--- src/hdl/pbcs_pkg.sv ---
`default_nettype none

package pbcs_pkg;

  localparam int unsigned MAX_SERVERS_DEF = 16;
  localparam int unsigned MAX_RESULTS     = 16;

  localparam int unsigned PICK_W     = 5;
  localparam int unsigned OUT_IDX_W  = 4;
  localparam int unsigned RANK_W     = 64;
  localparam int unsigned IDENT_W    = 64;
  localparam int unsigned KEY_W      = RANK_W + IDENT_W;
  localparam int unsigned IN_DATA_W  = 128;
  localparam int unsigned OUT_DATA_W = 8;

  // control from the sequencer to the compare unit
  typedef struct packed {
    logic clear;    // start of a scan, forget the current best
    logic cand_ok;  // candidate key is valid and not yet picked
  } cmp_ctl_t;

endpackage

`default_nettype wire

--- src/hdl/ptp_best_clock_select.sv ---
`default_nettype none
// Loading: s_axis_tready is high in every load cycle.
// Selection after the last candidate: each pick scans the store through the shared
// comparator, one entry per cycle.
// Reset (rst_ni, asynchronous, active low) empties the batch and sets pick_count to 1;
// store contents are not cleared.

module ptp_best_clock_select
  import pbcs_pkg::*;
#(
  parameter int unsigned MAX_SERVERS = MAX_SERVERS_DEF
) (
  input  wire logic                  clk_i,
  input  wire logic                  rst_ni,
  // priority_one, clock_class, clock_accuracy, clock_variance, priority_two,
  // clock_identity, steps_removed
  input  wire logic [IN_DATA_W-1:0]  s_axis_tdata,
  input  wire logic                  s_axis_tuser,   // entry_valid
  input  wire logic                  s_axis_tlast,   // last_candidate
  input  wire logic                  s_axis_tvalid,
  output logic                       s_axis_tready,
  output logic [OUT_DATA_W-1:0]      m_axis_tdata,   // server_index, found, zero pad
  output logic                       m_axis_tlast,   // last_pick
  output logic                       m_axis_tvalid,
  input  wire logic                  m_axis_tready,
  input  wire logic [PICK_W-1:0]     cfg_data_i,
  input  wire logic                  cfg_valid_i,
  output logic                       cfg_ready_o
);

  localparam int unsigned IDX_W = $clog2(MAX_SERVERS);
  localparam int unsigned CNT_W = $clog2(MAX_SERVERS + 1);
  localparam int unsigned CW    = (CNT_W > PICK_W) ? CNT_W : PICK_W;

  localparam logic [1:0] ST_IDLE = 2'd0;
  localparam logic [1:0] ST_SCAN = 2'd1;
  localparam logic [1:0] ST_PUT  = 2'd2;

  logic [1:0]             state_q, state_d;
  logic [PICK_W-1:0]      pick_count_q, pick_count_d;
  logic [CNT_W-1:0]       cnt_q, cnt_d;
  logic [CNT_W-1:0]       vcnt_q, vcnt_d;
  logic [MAX_SERVERS-1:0] valid_q, valid_d;
  logic [MAX_SERVERS-1:0] picked_q, picked_d;
  logic [PICK_W-1:0]      total_q, total_d;
  logic [PICK_W-1:0]      done_q, done_d;
  logic                   none_q, none_d;
  logic [CNT_W-1:0]       rd_addr_q, rd_addr_d;
  logic                   rd_v_q, rd_v_d;
  logic [IDX_W-1:0]       rd_idx_q, rd_idx_d;
  logic [IDX_W-1:0]       best_idx_q, best_idx_d;
  logic                   out_v_q, out_v_d;
  logic [OUT_IDX_W-1:0]   out_idx_q, out_idx_d;
  logic                   out_found_q, out_found_d;
  logic                   out_last_q, out_last_d;

  logic                   in_xact, room, issue, out_free, put_last;
  logic [PICK_W-1:0]      limit;
  logic [CW-1:0]          vcnt_ext;
  logic [RANK_W-1:0]      wr_rank;
  logic [KEY_W-1:0]       rd_key;
  logic                   take;
  cmp_ctl_t               cmp_ctl;

  assign cfg_ready_o   = 1'b1;
  assign s_axis_tready = (state_q == ST_IDLE);
  assign in_xact       = s_axis_tvalid && s_axis_tready;
  assign room          = (cnt_q < CNT_W'(MAX_SERVERS));
  assign issue         = (state_q == ST_SCAN) && (rd_addr_q != cnt_q);
  assign out_free      = !out_v_q || m_axis_tready;
  assign put_last      = none_q || (PICK_W'(done_q + 1'b1) == total_q);
  assign limit         = (pick_count_q > PICK_W'(MAX_RESULTS)) ? PICK_W'(MAX_RESULTS)
                                                                : pick_count_q;

  assign wr_rank = {s_axis_tdata[7:0], s_axis_tdata[15:8], s_axis_tdata[23:16],
                    s_axis_tdata[39:24], s_axis_tdata[47:40], s_axis_tdata[127:112]};

  pbcs_store #(
    .DEPTH (MAX_SERVERS),
    .AW    (IDX_W)
  ) u_store (
    .clk_i      (clk_i),
    .wr_en_i    (in_xact && room),
    .wr_addr_i  (cnt_q[IDX_W-1:0]),
    .wr_rank_i  (wr_rank),
    .wr_ident_i (s_axis_tdata[111:48]),
    .rd_en_i    (issue),
    .rd_addr_i  (rd_addr_q[IDX_W-1:0]),
    .rd_key_o   (rd_key)
  );

  always_comb begin
    cmp_ctl.clear   = 1'b0;
    cmp_ctl.cand_ok = rd_v_q && valid_q[rd_idx_q] && !picked_q[rd_idx_q];
    if (state_d == ST_SCAN && state_q != ST_SCAN) begin
      cmp_ctl.clear = 1'b1;
    end
  end

  pbcs_cmp u_cmp (
    .clk_i      (clk_i),
    .rst_ni     (rst_ni),
    .ctl_i      (cmp_ctl),
    .cand_key_i (rd_key),
    .take_o     (take)
  );

  always_comb begin
    state_d      = state_q;
    pick_count_d = pick_count_q;
    cnt_d        = cnt_q;
    vcnt_d       = vcnt_q;
    valid_d      = valid_q;
    picked_d     = picked_q;
    total_d      = total_q;
    done_d       = done_q;
    none_d       = none_q;
    rd_addr_d    = rd_addr_q;
    rd_v_d       = 1'b0;
    rd_idx_d     = rd_addr_q[IDX_W-1:0];
    best_idx_d   = take ? rd_idx_q : best_idx_q;
    out_v_d      = out_v_q && !m_axis_tready;
    out_idx_d    = out_idx_q;
    out_found_d  = out_found_q;
    out_last_d   = out_last_q;
    vcnt_ext     = CW'(vcnt_q);

    if (cfg_valid_i) begin
      pick_count_d = cfg_data_i;
    end

    unique case (state_q)
      ST_IDLE: begin
        if (in_xact) begin
          if (room) begin
            valid_d[cnt_q[IDX_W-1:0]] = s_axis_tuser;
            cnt_d  = CNT_W'(cnt_q + 1'b1);
            vcnt_d = CNT_W'(vcnt_q + CNT_W'(s_axis_tuser));
          end
          vcnt_ext = CW'(vcnt_d);
          if (s_axis_tlast) begin
            total_d   = (vcnt_ext < CW'(limit)) ? PICK_W'(vcnt_ext) : limit;
            done_d    = '0;
            rd_addr_d = '0;
            if (total_d == '0) begin
              none_d  = 1'b1;
              state_d = ST_PUT;
            end else begin
              state_d = ST_SCAN;
            end
          end
        end
      end
      ST_SCAN: begin
        if (issue) begin
          rd_addr_d = CNT_W'(rd_addr_q + 1'b1);
          rd_v_d    = 1'b1;
        end else if (!rd_v_q) begin
          state_d = ST_PUT;
        end
      end
      ST_PUT: begin
        if (out_free) begin
          out_v_d     = 1'b1;
          out_idx_d   = none_q ? '0 : OUT_IDX_W'(best_idx_q);
          out_found_d = !none_q;
          out_last_d  = put_last;
          if (put_last) begin
            cnt_d    = '0;
            vcnt_d   = '0;
            valid_d  = '0;
            picked_d = '0;
            none_d   = 1'b0;
            state_d  = ST_IDLE;
          end else begin
            picked_d[best_idx_q] = 1'b1;
            done_d    = PICK_W'(done_q + 1'b1);
            rd_addr_d = '0;
            state_d   = ST_SCAN;
          end
        end
      end
      default: begin
        state_d = ST_IDLE;
      end
    endcase
  end

  always_ff @(posedge clk_i or negedge rst_ni) begin
    if (!rst_ni) begin
      state_q      <= ST_IDLE;
      pick_count_q <= PICK_W'(1);
      cnt_q        <= '0;
      vcnt_q       <= '0;
      valid_q      <= '0;
      picked_q     <= '0;
      total_q      <= '0;
      done_q       <= '0;
      none_q       <= 1'b0;
      rd_addr_q    <= '0;
      rd_v_q       <= 1'b0;
      out_v_q      <= 1'b0;
    end else begin
      state_q      <= state_d;
      pick_count_q <= pick_count_d;
      cnt_q        <= cnt_d;
      vcnt_q       <= vcnt_d;
      valid_q      <= valid_d;
      picked_q     <= picked_d;
      total_q      <= total_d;
      done_q       <= done_d;
      none_q       <= none_d;
      rd_addr_q    <= rd_addr_d;
      rd_v_q       <= rd_v_d;
      out_v_q      <= out_v_d;
    end
  end

  always_ff @(posedge clk_i) begin
    rd_idx_q    <= rd_idx_d;
    best_idx_q  <= best_idx_d;
    out_idx_q   <= out_idx_d;
    out_found_q <= out_found_d;
    out_last_q  <= out_last_d;
  end

  assign m_axis_tvalid = out_v_q;
  assign m_axis_tlast  = out_last_q;
  assign m_axis_tdata  = {{(OUT_DATA_W - OUT_IDX_W - 1){1'b0}}, out_found_q, out_idx_q};

`ifndef NO_ASSERTIONS
  a_pick_eligible: assert property (@(posedge clk_i) disable iff (!rst_ni)
    (state_q == ST_PUT && out_free && !none_q)
      |-> (valid_q[best_idx_q] && !picked_q[best_idx_q]))
    else $error("picked entry is not valid or already picked");

  a_cnt_bound: assert property (@(posedge clk_i) disable iff (!rst_ni)
    (cnt_q <= CNT_W'(MAX_SERVERS)) && (vcnt_q <= cnt_q))
    else $error("load counters out of range");

  a_total_bound: assert property (@(posedge clk_i) disable iff (!rst_ni)
    (state_q != ST_IDLE) |-> (done_q < total_q || none_q))
    else $error("pick count ran past batch total");
`endif

endmodule

`default_nettype wire

--- src/hdl/pbcs_store.sv ---
`default_nettype none

module pbcs_store
  import pbcs_pkg::*;
#(
  parameter int unsigned DEPTH = MAX_SERVERS_DEF,
  parameter int unsigned AW    = $clog2(DEPTH)
) (
  input  wire logic               clk_i,
  input  wire logic               wr_en_i,
  input  wire logic [AW-1:0]      wr_addr_i,
  input  wire logic [RANK_W-1:0]  wr_rank_i,
  input  wire logic [IDENT_W-1:0] wr_ident_i,
  input  wire logic               rd_en_i,
  input  wire logic [AW-1:0]      rd_addr_i,
  output logic      [KEY_W-1:0]   rd_key_o
);

  logic [RANK_W-1:0]  rank_mem  [DEPTH];
  logic [IDENT_W-1:0] ident_mem [DEPTH];
  logic [RANK_W-1:0]  rank_q;
  logic [IDENT_W-1:0] ident_q;

  always_ff @(posedge clk_i) begin
    if (wr_en_i) begin
      rank_mem[wr_addr_i]  <= wr_rank_i;
      ident_mem[wr_addr_i] <= wr_ident_i;
    end
  end

  always_ff @(posedge clk_i) begin
    if (rd_en_i) begin
      rank_q  <= rank_mem[rd_addr_i];
      ident_q <= ident_mem[rd_addr_i];
    end
  end

  // sort key: rank fields above the identity, steps removed as final tie breaker
  assign rd_key_o = {rank_q[RANK_W-1:16], ident_q, rank_q[15:0]};

endmodule

`default_nettype wire

--- src/hdl/pbcs_cmp.sv ---
`default_nettype none

module pbcs_cmp
  import pbcs_pkg::*;
(
  input  wire logic             clk_i,
  input  wire logic             rst_ni,
  input  wire cmp_ctl_t         ctl_i,
  input  wire logic [KEY_W-1:0] cand_key_i,
  output logic                  take_o
);

  logic             have_q, have_d;
  logic [KEY_W-1:0] best_key_q, best_key_d;

  // strict less-than keeps the earlier index on a full tie
  assign take_o = ctl_i.cand_ok && (!have_q || (cand_key_i < best_key_q));

  always_comb begin
    have_d     = have_q;
    best_key_d = best_key_q;
    if (ctl_i.clear) begin
      have_d = 1'b0;
    end else if (take_o) begin
      have_d     = 1'b1;
      best_key_d = cand_key_i;
    end
  end

  always_ff @(posedge clk_i or negedge rst_ni) begin
    if (!rst_ni) begin
      have_q <= 1'b0;
    end else begin
      have_q <= have_d;
    end
  end

  always_ff @(posedge clk_i) begin
    best_key_q <= best_key_d;
  end

endmodule

`default_nettype wire

--- config.mk ---
export PLATFORM = sky130hd
export DESIGN_NAME = ptp_best_clock_select
export DESIGN_NICKNAME = d
export VERILOG_FILES = /design/src/hdl/pbcs_pkg.sv /design/src/hdl/ptp_best_clock_select.sv /design/src/hdl/pbcs_store.sv /design/src/hdl/pbcs_cmp.sv
export SDC_FILE = /design/constraint.sdc
export NUM_CORES = 2
export LEC_CHECK = 0
export ABC_AREA = 0
export BUFFER_PORTS_ARGS = -buffer_cell sky130_fd_sc_hd__buf_2
export CAP_MARGIN = 10
export CORE_UTILIZATION = 51
export DETAILED_ROUTE_END_ITERATION = 16
export PLACE_DENSITY_LB_ADDON = 0.1
export RECOVER_POWER = 25
export SYNTH_ARGS = -nofsm -noshare
export SYNTH_HDL_FRONTEND = slang
export SYNTH_SLANG_ARGS = --single-unit
--- constraint.sdc ---
create_clock -name clk_i -period 21.9 [get_ports clk_i]
set_input_delay 5.475 -clock clk_i [delete_from_list [all_inputs] [get_ports clk_i]]
set_output_delay 5.475 -clock clk_i [all_outputs]
set_load 0.05 [all_outputs]
-- Word-level counts from Yosys, hierarchy flattened
Memory sizes are Yosys's and may differ from the RTL's. A register that Yosys moved wholly into a read port is not among the register bits.
Index checks and enable logic that the tools add are counted.
- register bits after elaboration: 210
- bits in latches: 0
- memory bits (writable): 2048
- ROM bits: 0
- input port bits: 140
- output and inout port bits: 12
- logic and storage cells: 140
- memories: 2
- add/sub/neg operators: 4
- multipliers: 0
- div/mod/pow operators: 0
- order comparisons: 9
- equality and inequality tests: 14
- shift operators: 0
- mux-type cells: 59
- bitwise logic cells: 2
- reductions and logical operators: 31
- memory list (memory ; depth ; bits a word ; rd ports ; clocked after Yosys merged registers in ; write ports ; RTL line ; text):
    u_store.ident_mem ; 16 ; 64 ; 1 ; 1 ; 1 ; pbcs_store.sv:20 ; logic [IDENT_W-1:0] ident_mem [DEPTH];
    u_store.rank_mem ; 16 ; 64 ; 1 ; 1 ; 1 ; pbcs_store.sv:19 ; logic [RANK_W-1:0] rank_mem [DEPTH];
- operator list (cell ; number):
    128-bit < comparator ; 1
    5-bit two-way mux ; 17
    16-bit two-way mux ; 5
    16-bit case mux with 2 select lines ; 1
    5-bit case mux with 2 select lines ; 3
    1-bit two-way mux ; 19
    16-bit bitwise mux ; 1
    16-bit bitwise OR ; 1
    5-bit by 1-bit adder with 5-bit output (second input constant) ; 3
    4-bit by 5-bit < comparator with 1-bit output (second input constant) ; 3
    5-bit case mux with 3 select lines ; 1
    2-bit two-way mux ; 6
    6-bit AND reduction ; 2
    1-bit logical AND ; 10
    2-bit inequality test (second input constant) ; 5
    5-bit AND reduction ; 2
    1-bit binary-select mux with 4-bit select ; 2
    1-bit demux with 4-bit select ; 2
    4-bit by 1-bit >= comparator with 1-bit output (second input constant) ; 2
    2-bit by 1-bit inequality test with 1-bit output (second input constant) ; 4
    2-bit case mux with 3 select lines ; 1
    5-bit by 1-bit adder with 5-bit output ; 1
    5-bit equality test ; 1
    5-bit greater-than comparator (second input constant) ; 1
    other kinds (16) ; 25

-- Longest topological paths before layout
- depth in word-level cells: 16
- depth in mapped cells: 11
- gate-level depth less buffers: 11

-- Cells and area by module
A second synthesis with hierarchy kept.
- cells, all modules: 4359
- area total of the unflattened synthesis: 91967.0 um^2
- modules (own cells, without submodules) (module ; instances ; cells an instance ; area each (um^2) ; sequential area each (um^2)):
    pbcs_store ; 1 ; 3349 ; 80731.2 ; 65342.7
    pbcs_cmp ; 1 ; 589 ; 7079.3 ; 3868.7
    ptp_best_clock_select ; 1 ; 421 ; 4156.5 ; 2058.2

-- Least setup slack after synthesis
Ideal clock, no wire load.
- path kind: input port to flip-flop
- start: in s_axis_tuser
- end: reg u_cmp.best_key_q[0] (enable)
- setup time: 0.685 ns
- arrival time: 14.479 ns
- setup slack: 6.736 ns
- stages on the path: 11
- buffers on the path: 0
- path through: ha_1 > ha_1 > mux2_4 > ha_1 > nor3b_1 > a21oi_1 > a21boi_0 > o21bai_2 > a211oi_2 > o31ai_2 > nor4_2
- longest elaborated chain between the ends: 16
- RTL lines (item ; RTL line ; text):
    start: declaration ; ptp_best_clock_select.sv:18 ; input wire logic s_axis_tuser,
    5-bit by 1-bit adder with 5-bit output (*) ; ptp_best_clock_select.sv:138 ; vcnt_d = CNT_W'(vcnt_q + CNT_W'(s_axis_tuser));
    5-bit two-way mux (*) ; ptp_best_clock_select.sv:135 ; if (room) begin
    5-bit two-way mux (*) ; ptp_best_clock_select.sv:134 ; if (in_xact) begin
    5-bit two-way mux (*) ; ptp_best_clock_select.sv:132 ; unique case (state_q)
    5-bit < comparator ; ptp_best_clock_select.sv:142 ; total_d = (vcnt_ext < CW'(limit)) ? PICK_W'(vcnt_ext) : limit;
    5-bit two-way mux (*) ; ptp_best_clock_select.sv:142 ;
    5-bit zero test (*) ; ptp_best_clock_select.sv:145 ; if (total_d == '0) begin
    2-bit two-way mux (*) ; ptp_best_clock_select.sv:145 ;
    2-bit two-way mux (*) ; ptp_best_clock_select.sv:141 ; if (s_axis_tlast) begin
    2-bit two-way mux (*) ; ptp_best_clock_select.sv:134 ;
    2-bit case mux with 3 select lines (*) ; ptp_best_clock_select.sv:132 ;
    2-bit by 1-bit equality test with 1-bit output (*) ; ptp_best_clock_select.sv:95 ; if (state_d == ST_SCAN && state_q != ST_SCAN) begin
    1-bit logical AND (*) ; ptp_best_clock_select.sv:95 ;
    1-bit two-way mux (*) ; ptp_best_clock_select.sv:95 ;
    1-bit inverter (no source line) (*) ; n/a ;
    2-bit AND reduction (no source line) (*) ; n/a ;
    end signal: assignment ; pbcs_cmp.sv:39 ; best_key_q <= best_key_d;
    end: declaration ; pbcs_cmp.sv:14 ; logic [KEY_W-1:0] best_key_q, best_key_d;
Mark *: on every way between the ends. The rest lies on a longest branch, timed or not. The select of a mux whose other input is x is not followed.
A chain may end at the register's enable or synchronous reset.

-- Worst setup path in the final report
- start: reg rd_addr_q[0]
- end: reg u_store.rank_q[63] (read register of u_store.rank_mem), data pin
- longest elaborated chain between the ends: 2
- RTL lines (item ; RTL line ; text):
    start: declaration ; ptp_best_clock_select.sv:48 ; logic [CNT_W-1:0] rd_addr_q, rd_addr_d;
    start signal: assignment ; ptp_best_clock_select.sv:213 ; rd_addr_q <= rd_addr_d;
    5-bit inequality test ; ptp_best_clock_select.sv:69 ; assign issue = (state_q == ST_SCAN) && (rd_addr_q != cnt_q);
    1-bit logical AND ; ptp_best_clock_select.sv:69 ;
    end: declaration ; pbcs_store.sv:21 ; logic [RANK_W-1:0] rank_q;
Several ways; a longest one is shown, not always the timed one.

==> impl_metrics.json <==
{
  "first_pass_iters": 7,
  "hold_slack_ps": 442.0,
  "p_leak_nw": 32.71,
  "die-area_um2": 181400,
  "synth_ff_type": "edfxtp_1",
  "die_w_um": 426.0,
  "ios": 152,
  "skew_ps": 38.58,
  "hold_violations": 0,
  "failed_checks": "max-capacitance violations, max-slew violations",
  "grt_pass1_vias": 41910,
  "synth_top_cell_by_area": "edfxtp_1",
  "peakVddDrop_mv": 0.1012,
  "grt_pass1_wl_um": 291400,
  "cts_resized": 0,
  "cp_max_fo": 74,
  "clk_latency_ps": 850,
  "cts-htree-levels": 4,
  "maxSlewViolCount": 635,
  "cts_tree": "built",
  "worstPathArrival_ps": 13000,
  "power.density_nw_per_um2": 127.2,
  "fmax_mhz": 80.28,
  "synth-edff-count": 2314,
  "endpoint_kind": "flop",
  "power_mw": 13.06,
  "tns_ps": 0,
  "status": "finished, violations left",
  "hp-class": "flop to flop",
  "ys_ff_latch": 2386,
  "yosys.area.top_type_share_pct": 75.81,
  "antenna_found_initial": 42,
  "worstSetupPathType": "flop to flop",
  "rsz0062_at_grt": "no",
  "coreArea_um2": 178400,
  "register_area_um2": 71270,
  "postSynthCellCount": 3989,
  "drive_above_1_share_pct": 25.33,
  "synth_common_cells": "edfxtp_1, mux4_2, inv_1",
  "r2r_setup_slack_ps": 9440,
  "avgSynthCellArea_um2": 22.98,
  "hpwl_um": 106500,
  "grtUsageTotal_pct": 22.39,
  "cts_setup_buffers": 0,
  "first_iter_violations": 4085,
  "fin_crit_sh_pct": 56.88,
  "synth_async_sr_flop_share_pct": 2.850,
  "cts_hold_buf": 0,
  "synth.distinct_cells": 67,
  "cts_root_buffer": "clkbuf_16",
  "grt_max_degree": 104,
  "clk_path_buf_depth": 3,
  "die_h_um": 426.0,
  "wl_um": 199600,
  "clk_pin_slew_worst_paths_ps": 60,
  "cts_sinks": 2386,
  "start_kind": "flop",
  "fillers": 12860,
  "period_needed_ps": 12460,
  "route.detailed.drc": 0,
  "synth.area.top_cells": "edfxtp_1, mux4_2, ha_1",
  "routabilityCongestion": 0.7801,
  "setup_viol": 0,
  "rows": 155,
  "vias_per_cell": 6.033,
  "overflow": 0,
  "final_cells": 6849,
  "ant_nets": 0,
  "place_area_um2": 95400,
  "synth-seq-area-share_pct": 77.75,
  "cts_inserted_buffers": 234,
  "dp_cells": 6399,
  "fin_nets": 4557,
  "worstPathRequired_ps": 22440,
  "yosysMostFrequentCell": "edfxtp_1",
  "vias": 41320,
  "tightestPinTransition_ps": 6719,
  "synth.cell_area_um2": 91660,
  "slew_headroom_pct": -348.0,
  "multiInputGateArea_um2": 19220,
  "portBuffers": 147,
  "finish.instance_area_um2": 102700,
  "areaGrowthSynthToFinish_pct": 12.02,
  "drv_cap": 17,
  "yosysWarnings": 0,
  "routedWlPerCell_um": 29.14,
  "initial_core_util_pct": 51.38
}
-- layout by cell type (no fill, tap or decap), types with 60 or more instances in the layout --
cell type / netlist / routed
buf_2: 56 / 80
buf_4: 6 / 60
ha_1: 137 / 137
dfrtp_1: 67 / 66
a21oi_1: 84 / 84
inv_1: 145 / 145
clkbuf_16: 0 / 237
clkbuf_1: 79 / 147
mux4_2: 641 / 641
nand2_1: 64 / 64
o21ai_0: 65 / 65
edfxtp_1: 2314 / 2314
-- routing by layer --
layer	GRT usage [%]	vias up	routed length [um]
met5	0	-	97
met3	4.186	285	13450
met4	4.881	16	3369
met1	34.06	22290	88870
li1	-	17400	-
met2	34.13	1327	93820
-- area by class of cell --
class / count / share of cell area [%]
sequential: 2386 / 69.41
clock buffer: 308 / 6.065
tap: 2355 / 2.870
timing repair buffer: 224 / 1.215
clock inverter: 128 / 1.161
antenna: 14 / 0.03412
multi-input combinational: 1289 / 18.72
inverter: 145 / 0.5301
-- registers in the layout, indices dropped and copies added (netlist names), 2 cells and up --
register	flops
u_store.ident_mem	1024
u_store.rank_mem	1024
u_cmp.best_key_q	128
u_store.ident_q	64
u_store.rank_q	64
picked_q	16
valid_q	16
cnt_q	5
done_q	5
pick_count_q	5
rd_addr_q	5
total_q	5
vcnt_q	5
best_idx_q	4
out_idx_q	4
rd_idx_q	4
state_q	2
-- worst paths after layout --
| kind | to | cells after the start | from |
|---|---|---|---|
| max in group asynchronous | rd_addr_q[1] | 2 | rst_ni |
| hold reg to reg | u_cmp.best_key_q[106] | 0 | u_store.rank_q[42] |
| hold / removal | u_cmp.best_key_q[106] | 0 | u_store.rank_q[42] |
| min in group asynchronous | picked_q[3] | 2 | rst_ni |
| setup reg to reg | u_store.rank_q[63] | 5 | rd_addr_q[0] |
| setup / recovery | u_store.rank_q[63] | 5 | rd_addr_q[0] |
-- kinds of logic (layout without fill, tap and decap cells) --
group | count (synthesis) | in the layout | share of synthesized area [%]
flops | 2386 | 2386 | 77.75
mux | 650 | 650 | 15.87
buf+inv | 316 | 805 | 1.428
simple gates | 246 | 246 | 1.305
compound gates | 227 | 227 | 1.503
fa+ha+maj | 137 | 137 | 1.870
xor+xnor | 25 | 25 | 0.2621
other cells | 2 | 18 | 0.008193
-- through the flow --
step                worst slack (ps)  util [%]
finish                          9444     57.55
global route                    7461     57.53
CTS                            13110     57.63
detailed placement             12190     53.47
global placement               12210     53.47
floorplan                       6736         -
-- where the power goes --
group          total (mW)  switching, mW  leakage (nW)  internal, mW
Combinational        3.18           1.71          7.25          1.47
Clock                3.88           1.66          3.60          2.22
Sequential           6.01          0.292          21.9          5.71
-- critical path, stage by stage (launching register included) --
cell and delay (ps):
dfrtp_1 2110, clkbuf_1 4680, clkbuf_1 1760, clkbuf_1 2020, mux4_2 750, mux4_2 590
Note: power is estimated with default switching activity, not from simulation.
